**config.mk**
```make
export PLATFORM = sky130hd
export DESIGN_NAME = rbgi_ctrl
export DESIGN_NICKNAME = d
export VERILOG_FILES = /design/src/rbgi_pkg.sv /design/src/rbgi_ctrl.sv
export SDC_FILE = /design/constraint.sdc
export NUM_CORES = 1
export LEC_CHECK = 0
export BUFFER_PORTS_ARGS = -buffer_cell sky130_fd_sc_hd__buf_4
export CAP_MARGIN = 30
export CORE_UTILIZATION = 57
export CTS_BUF_LIST = sky130_fd_sc_hd__clkbuf_16
export CTS_CLUSTER_SIZE = 28
export DETAILED_ROUTE_END_ITERATION = 16
export GPL_ROUTABILITY_DRIVEN = 0
export PLACE_DENSITY = 0.88
export RECOVER_POWER = 50
export SYNTH_ARGS = -nofsm -noshare
export SYNTH_HDL_FRONTEND = slang
export SYNTH_SLANG_ARGS = --single-unit
```
**constraint.sdc**
```tcl
create_clock -name clk_i -period 2.4 [get_ports clk_i]
set_clock_uncertainty 0.05 [all_clocks]
set_input_delay 0.12 -clock clk_i [delete_from_list [all_inputs] [get_ports clk_i]]
set_output_delay 0.12 -clock clk_i [all_outputs]
set_load 0.02 [all_outputs]
```
**src/rbgi_pkg.sv**
```systemverilog
// ----------------------------------------------------------------------------
// rbgi_pkg
// Shared types, codes and saturation helpers of the rigid body gravity
// integrator.
// ----------------------------------------------------------------------------
package rbgi_pkg;

  localparam logic [2:0] ACT_GRAV  = 3'd0;
  localparam logic [2:0] ACT_INTEG = 3'd1;
  localparam logic [2:0] ACT_SPIN  = 3'd2;
  localparam logic [2:0] ACT_PUSH  = 3'd3;
  localparam logic [2:0] ACT_LOAD  = 3'd4;

  localparam logic [1:0] ST_OK   = 2'd0;
  localparam logic [1:0] ST_ZERO = 2'd1;
  localparam logic [1:0] ST_SAT  = 2'd2;

  localparam logic [1:0] REG_LDAMP = 2'd0;
  localparam logic [1:0] REG_ADAMP = 2'd1;
  localparam logic [1:0] REG_MASS  = 2'd2;
  localparam logic [1:0] REG_GFAC  = 2'd3;

  localparam logic [16:0] LDAMP_RST = 17'd65208;
  localparam logic [16:0] ADAMP_RST = 17'd58982;
  localparam logic [30:0] MASS_RST  = 31'd65536;
  localparam logic [30:0] GFAC_RST  = 31'd32768;

  typedef enum logic [4:0] {
    OP_NONE,
    OP_LATCH,
    OP_DIFF,
    OP_SQ_MUL,
    OP_SQ_ADD,
    OP_RT_INIT,
    OP_RT_STEP,
    OP_R2,
    OP_GM,
    OP_U_INIT,
    OP_DV_STEP,
    OP_P_LO,
    OP_P_HI,
    OP_N_ADD,
    OP_Q_INIT,
    OP_APPLY,
    OP_ZERO,
    OP_INT_POS,
    OP_D_MUL,
    OP_D_APP,
    OP_SPIN,
    OP_PUSH,
    OP_LOAD
  } op_e;

  typedef struct packed {
    op_e        op;
    logic [1:0] idx;
  } cmd_t;

  typedef struct packed {
    logic d_zero;
    logic div_ovf;
  } sts_t;

  typedef struct packed {
    logic [16:0] ldamp;
    logic [16:0] adamp;
    logic [30:0] mass;
    logic [30:0] gfac;
  } cfg_t;

  typedef struct packed {
    logic        ovf;
    logic [31:0] val;
  } sat_t;

  function automatic sat_t sat_add(input logic [31:0] a, input logic [31:0] b);
    logic [32:0] sum;
    sat_t        r;
    sum   = {a[31], a} + {b[31], b};
    r.ovf = sum[32] ^ sum[31];
    r.val = r.ovf ? (sum[32] ? 32'h8000_0000 : 32'h7fff_ffff) : sum[31:0];
    return r;
  endfunction

  // Apply a sign to an unsigned magnitude and clamp to the signed 32-bit range.
  function automatic sat_t sat_mag(input logic neg, input logic [33:0] mag);
    sat_t r;
    if (neg) begin
      r.ovf = mag > 34'h0_8000_0000;
      r.val = r.ovf ? 32'h8000_0000 : (~mag[31:0] + 32'd1);
    end else begin
      r.ovf = mag > 34'h0_7fff_ffff;
      r.val = r.ovf ? 32'h7fff_ffff : mag[31:0];
    end
    return r;
  endfunction

endpackage

```
**src/rbgi_ctrl.sv**
```systemverilog
// ----------------------------------------------------------------------------
// rbgi_ctrl
// Sequencer: walks one item through the datapath operations and owns both
// handshakes.
// ----------------------------------------------------------------------------
module rbgi_ctrl import rbgi_pkg::*; #(
  parameter int FRAC_BITS = 16
) (
  input  logic       clk_i,
  input  logic       rst_ni,
  input  logic       in_valid_i,
  output logic       in_stall_o,
  input  logic [2:0] action_i,
  input  logic       other_valid_i,
  output logic       out_valid_o,
  input  logic       out_stall_i,
  input  sts_t       sts_i,
  output cmd_t       cmd_o
);

  localparam logic [4:0] S_IDLE  = 5'd0;
  localparam logic [4:0] S_GDIFF = 5'd1;
  localparam logic [4:0] S_GSQ   = 5'd2;
  localparam logic [4:0] S_GZCHK = 5'd3;
  localparam logic [4:0] S_RTS   = 5'd4;
  localparam logic [4:0] S_R2    = 5'd5;
  localparam logic [4:0] S_GM    = 5'd6;
  localparam logic [4:0] S_UINIT = 5'd7;
  localparam logic [4:0] S_USTEP = 5'd8;
  localparam logic [4:0] S_PLO   = 5'd9;
  localparam logic [4:0] S_PHI   = 5'd10;
  localparam logic [4:0] S_NADD  = 5'd11;
  localparam logic [4:0] S_QINIT = 5'd12;
  localparam logic [4:0] S_QSTEP = 5'd13;
  localparam logic [4:0] S_APPLY = 5'd14;
  localparam logic [4:0] S_IPOS  = 5'd15;
  localparam logic [4:0] S_DMUL  = 5'd16;
  localparam logic [4:0] S_DAPP  = 5'd17;
  localparam logic [4:0] S_SPIN  = 5'd18;
  localparam logic [4:0] S_PUSH  = 5'd19;
  localparam logic [4:0] S_LOAD  = 5'd20;
  localparam logic [4:0] S_OUT   = 5'd21;

  localparam logic [5:0] U_LAST = 6'(FRAC_BITS);

  logic [4:0] state_q, state_d;
  logic [5:0] cnt_q, cnt_d;
  logic [1:0] k_q, k_d;

  assign in_stall_o  = (state_q != S_IDLE);
  assign out_valid_o = (state_q == S_OUT);

  always_comb begin
    state_d    = state_q;
    cnt_d      = cnt_q;
    k_d        = k_q;
    cmd_o.op   = OP_NONE;
    cmd_o.idx  = k_q;
    case (state_q)
      S_IDLE: begin
        if (in_valid_i) begin
          cmd_o.op = OP_LATCH;
          cnt_d    = '0;
          k_d      = '0;
          case (action_i)
            ACT_GRAV:  state_d = other_valid_i ? S_GDIFF : S_OUT;
            ACT_INTEG: state_d = S_IPOS;
            ACT_SPIN:  state_d = S_SPIN;
            ACT_PUSH:  state_d = S_PUSH;
            ACT_LOAD:  state_d = S_LOAD;
            default:   state_d = S_OUT;
          endcase
        end
      end
      S_GDIFF: begin
        cmd_o.op = OP_DIFF;
        state_d  = S_GSQ;
      end
      S_GSQ: begin
        cmd_o.op  = cnt_q[0] ? OP_SQ_ADD : OP_SQ_MUL;
        cmd_o.idx = cnt_q[2:1];
        cnt_d     = cnt_q + 6'd1;
        if (cnt_q == 6'd5) begin
          state_d = S_GZCHK;
        end
      end
      S_GZCHK: begin
        cnt_d = '0;
        if (sts_i.d_zero) begin
          cmd_o.op = OP_ZERO;
          state_d  = S_OUT;
        end else begin
          cmd_o.op = OP_RT_INIT;
          state_d  = S_RTS;
        end
      end
      S_RTS: begin
        cmd_o.op = OP_RT_STEP;
        cnt_d    = cnt_q + 6'd1;
        if (cnt_q == 6'd31) begin
          state_d = S_R2;
        end
      end
      S_R2: begin
        cmd_o.op = OP_R2;
        state_d  = S_GM;
      end
      S_GM: begin
        cmd_o.op = OP_GM;
        state_d  = S_UINIT;
      end
      S_UINIT: begin
        cmd_o.op = OP_U_INIT;
        cnt_d    = '0;
        state_d  = S_USTEP;
      end
      S_USTEP: begin
        cmd_o.op = OP_DV_STEP;
        cnt_d    = cnt_q + 6'd1;
        if (cnt_q == U_LAST) begin
          state_d = S_PLO;
        end
      end
      S_PLO: begin
        cmd_o.op = OP_P_LO;
        state_d  = S_PHI;
      end
      S_PHI: begin
        cmd_o.op = OP_P_HI;
        state_d  = S_NADD;
      end
      S_NADD: begin
        cmd_o.op = OP_N_ADD;
        state_d  = S_QINIT;
      end
      S_QINIT: begin
        cmd_o.op = OP_Q_INIT;
        cnt_d    = '0;
        state_d  = S_QSTEP;
      end
      S_QSTEP: begin
        if (sts_i.div_ovf) begin
          state_d = S_APPLY;
        end else begin
          cmd_o.op = OP_DV_STEP;
          cnt_d    = cnt_q + 6'd1;
          if (cnt_q == 6'd32) begin
            state_d = S_APPLY;
          end
        end
      end
      S_APPLY: begin
        cmd_o.op = OP_APPLY;
        if (k_q == 2'd2) begin
          state_d = S_OUT;
        end else begin
          k_d     = k_q + 2'd1;
          state_d = S_UINIT;
        end
      end
      S_IPOS: begin
        cmd_o.op = OP_INT_POS;
        state_d  = S_DMUL;
      end
      S_DMUL: begin
        cmd_o.op = OP_D_MUL;
        state_d  = S_DAPP;
      end
      S_DAPP: begin
        cmd_o.op = OP_D_APP;
        k_d      = k_q + 2'd1;
        state_d  = (k_q == 2'd3) ? S_OUT : S_DMUL;
      end
      S_SPIN: begin
        cmd_o.op = OP_SPIN;
        state_d  = S_OUT;
      end
      S_PUSH: begin
        cmd_o.op = OP_PUSH;
        state_d  = S_OUT;
      end
      S_LOAD: begin
        cmd_o.op = OP_LOAD;
        state_d  = S_OUT;
      end
      S_OUT: begin
        if (!out_stall_i) begin
          state_d = S_IDLE;
        end
      end
      default: state_d = S_IDLE;
    endcase
  end

  always_ff @(posedge clk_i or negedge rst_ni) begin
    if (!rst_ni) begin
      state_q <= S_IDLE;
      cnt_q   <= '0;
      k_q     <= '0;
    end else begin
      state_q <= state_d;
      cnt_q   <= cnt_d;
      k_q     <= k_d;
    end
  end

endmodule

```
==> results_dict.tcl <==
set metrics [dict create \
    yosysTopAreaCell "dfrtp_1" \
    mostFrequentLayoutCell "buf_4" \
    crit_fanout 15 \
    synth_top_area_frac 0.2372 \
    final_layout_size_suffix_gt1_frac 0.1813 \
    vdd_drop_max_mv 0.4634 \
    cp_common_cell "nor2_1" \
    postCtsSetupBuffers 0 \
    cts_tree "built" \
    p_switching_uw 111.7 \
    clk_latency_ns 0.24 \
    p_leak_uw 0.0006896 \
    viasPerCell 6.480 \
    cap_viol_max_count 0 \
    combPwrFrac 0.048 \
    slew_headroom 0.5389 \
    overflow 0 \
    synthArstFlopShare 1.000 \
    critical_path_class "reg -> reg" \
    power.total_uw 566.8 \
    cts_resized 0 \
    core_um2 2233 \
    cts_made_buffers 3 \
    rsz0062_at_grt "no" \
    synth.area.mux_share 0.03285 \
    die_h_um 51.05 \
    yosysWarnings 0 \
    clockBufferDepth 2 \
    first_pass_iters 4 \
    fin_tns_setup_ns 0 \
    holdPathStages 3 \
    slew_viol_final 0 \
    swShare 0.1970 \
    final_cell_mix "buf_4, nand2_1, nor2_1" \
    end_kind "register" \
    insertedDiodeCount 0 \
    synth.distinct_cells 52 \
    ant_nets 0 \
    start_util 0.6140 \
    io_pins 19 \
    grt_pass1_vias 1279 \
    syn_area_um2 1371 \
    seq_area_frac_synth 0.2372 \
    grt.total_usage 0.3033 \
    h-tree-depth 1 \
    clock-sinks 13 \
    wl_per_cell_um 16.67 \
    drtIter0Drc 54 \
    yosys-top-cells-area "dfrtp_1, a21oi_1, o21ai_0" \
    antenna_found_initial 0 \
    io_buffers 18 \
    cts-root-buf "clkbuf_16" \
    hold-worst-slack_ns 0.1855 \
    synth_nets 194 \
    crit_arrival_ns 2.35 \
    path_cells "nor2_1, nand2_1, o221ai_2, nor2_1, mux2_2" \
    synth-adder-area-share 0.04562 \
    synthCells 179 \
    worstRegToRegCells 5 \
    holdCritStartpoint "out_stall_i" \
    hold_end "state_q[4]$_DFFE_PN0P_" \
    syn_avg_cell_area_um2 7.661 \
    synth_xor_area_frac 0.01916 \
    tightest_slew_ns 0.6916 \
    post-route-period-util 0.9483 \
    drt-total-wl_um 3685 \
    vias 1432 \
    crit_buf_inv 0 \
    synth_seq_cells 13 \
    grt_max_degree 23 \
    hold_viol 0 \
    crit_path_top_delay_cell "dfrtp_1" \
    ys.flop_type "dfrtp_1" \
    p_clk_frac 0.565 \
    p_seq_frac 0.388 \
    fin_nets 209 \
    grt_pass1_wl_um 5871 \
    clk_pin_slew_ns 0.05 \
    critical-path-top-delay-family "simple AND/OR/NAND/NOR gates" \
    status "finished clean" \
    ff2ff_setup_slack_ns 0.12 \
    dieWidth_um 51.05 \
    cp-start-kind "register" \
    final_cell_area_um2 1574 \
    yosys.area_share.simple 0.2984 \
    required_ns 2.48 \
    fillers 196 \
    p_int_uw 455.1 \
    worstReg2RegStart "state_q[2]$_DFFE_PN0P_" \
    critPathMaxStageDelay_ns 0.54 \
    setup-violations-final 0 \
    powerDensity_nw_per_um2 360.1 \
    placed_area_um2 1498 \
    drc 0 \
    syn2layout_area_growth_pct 14.78 \
    synth_edf_count 0 \
    hold_class "in -> reg" \
    synth_compound_area_frac 0.2883 \
    dieArea_um2 2606 \
    ctsHoldBuffers 1 \
    r2r_end "cnt_q[0]$_DFFE_PN0P_" \
    synth_top_family_by_area "simple AND/OR/NAND/NOR gates" \
    fmax_mhz 439.4 \
    dp_hpwl_um 2645 \
    rows 17 \
    post-route-min-period_ns 2.276 \
]
-- worst register-to-register path, delay by kind of cell (launching register included) --
family / cells / cell delay, ns
simple gates: 3 / 0.82
flops: 1 / 0.54
compound gates: 1 / 0.45
mux: 1 / 0.29
-- power groups by stage --
stage | registers (µW) | logic [µW] | clock network, µW
6_report | 220 | 27.0 | 320
5_1_grt | 220 | 29.7 | 330
4_1_cts | 220 | 27.9 | 318
3_5_place_dp | 223 | 26.6 | 0
3_3_place_gp | 223 | 25.5 | 0
2_1_floorplan | 223 | 5.36 | 0
-- per-stage QoR --
step | util | worst slack, ns | instances
2_1_floorplan | - | 0.4846 | 179
3_3_place_gp | 0.6706 | 0.3628 | 216
3_5_place_dp | 0.6706 | 0.2655 | 216
4_1_cts | 0.7109 | 0.1941 | 221
5_1_grt | 0.7048 | 0.01650 | 221
6_report | 0.7048 | 0.1242 | 221
-- logic make-up (layout without fill, tap and decap cells) --
logic type,Yosys count,in the layout
muxes,4,4
xor gates and xnor gates,3,3
buffers and inverters,21,35
adders and majority gates,5,5
DFF,13,13
AOI/OAI and AO/OA,59,59
and+or+nand+nor,74,74
-- layout make-up --
type / count / area [µm²] / area share
Clock buffer: 3 / 75.07 / 0.04769
Tap cell: 28 / 35.03 / 0.02226
Sequential cell: 13 / 325.3 / 0.2067
Clock inverter: 1 / 5.005 / 0.003180
Multi-Input combinational cell: 145 / 938.4 / 0.5962
Inverter: 7 / 26.28 / 0.01669
Timing Repair Buffer: 24 / 168.9 / 0.1073
-- sequential cells by signal (all words and copies together) (netlist names) --
name	flops
cnt_q	6
state_q	5
k_q	2
-- how the worst max path moves through the flow --
stage	from	endpoint	slack (ns)	depth (start not counted)
2_1_floorplan	state_q[4]$_DFFE_PN0P_	state_q[0]$_DFFE_PN0P_	0.48	6
3_3_place_gp	state_q[2]$_DFFE_PN0P_	cnt_q[0]$_DFFE_PN0P_	0.36	5
3_5_place_dp	state_q[2]$_DFFE_PN0P_	cnt_q[0]$_DFFE_PN0P_	0.27	5
4_1_cts	state_q[2]$_DFFE_PN0P_	cnt_q[0]$_DFFE_PN0P_	0.19	5
5_1_grt	state_q[2]$_DFFE_PN0P_	cnt_q[0]$_DFFE_PN0P_	0.02	5
6_report	state_q[2]$_DFFE_PN0P_	cnt_q[0]$_DFFE_PN0P_	0.12	5
-- per-layer routing --
metal / track usage / up-vias / share of wire
li1: - / 678 / -
met1: 0.4119 / 659 / 0.43
met2: 0.4912 / 82 / 0.47
met3: 0.04167 / 13 / 0.074
met4: 0.1019 / 0 / 0.023
met5: 0 / - / 0
-- cells in the mapped netlist, drive strengths merged, types with 2 or more instances --
cell type and count:
and2b 2, mux2 4, nor2 17, o21ai 14
nand3b 2, nor3 6, o221ai 2, nand4b 2
o22ai 3, buf 9, inv 7, o211ai 4
and2 2, xor2 2, ha 5, nand3 2
a22oi 3, a22o 3, nand2 18, o21bai 6
nor3b 2, nand2b 5, a21oi 14, clkbuf 5
dfrtp 13, a31oi 2, nand4 4, nor2b 4
and3 4
(Power assumes the default switching activity.)
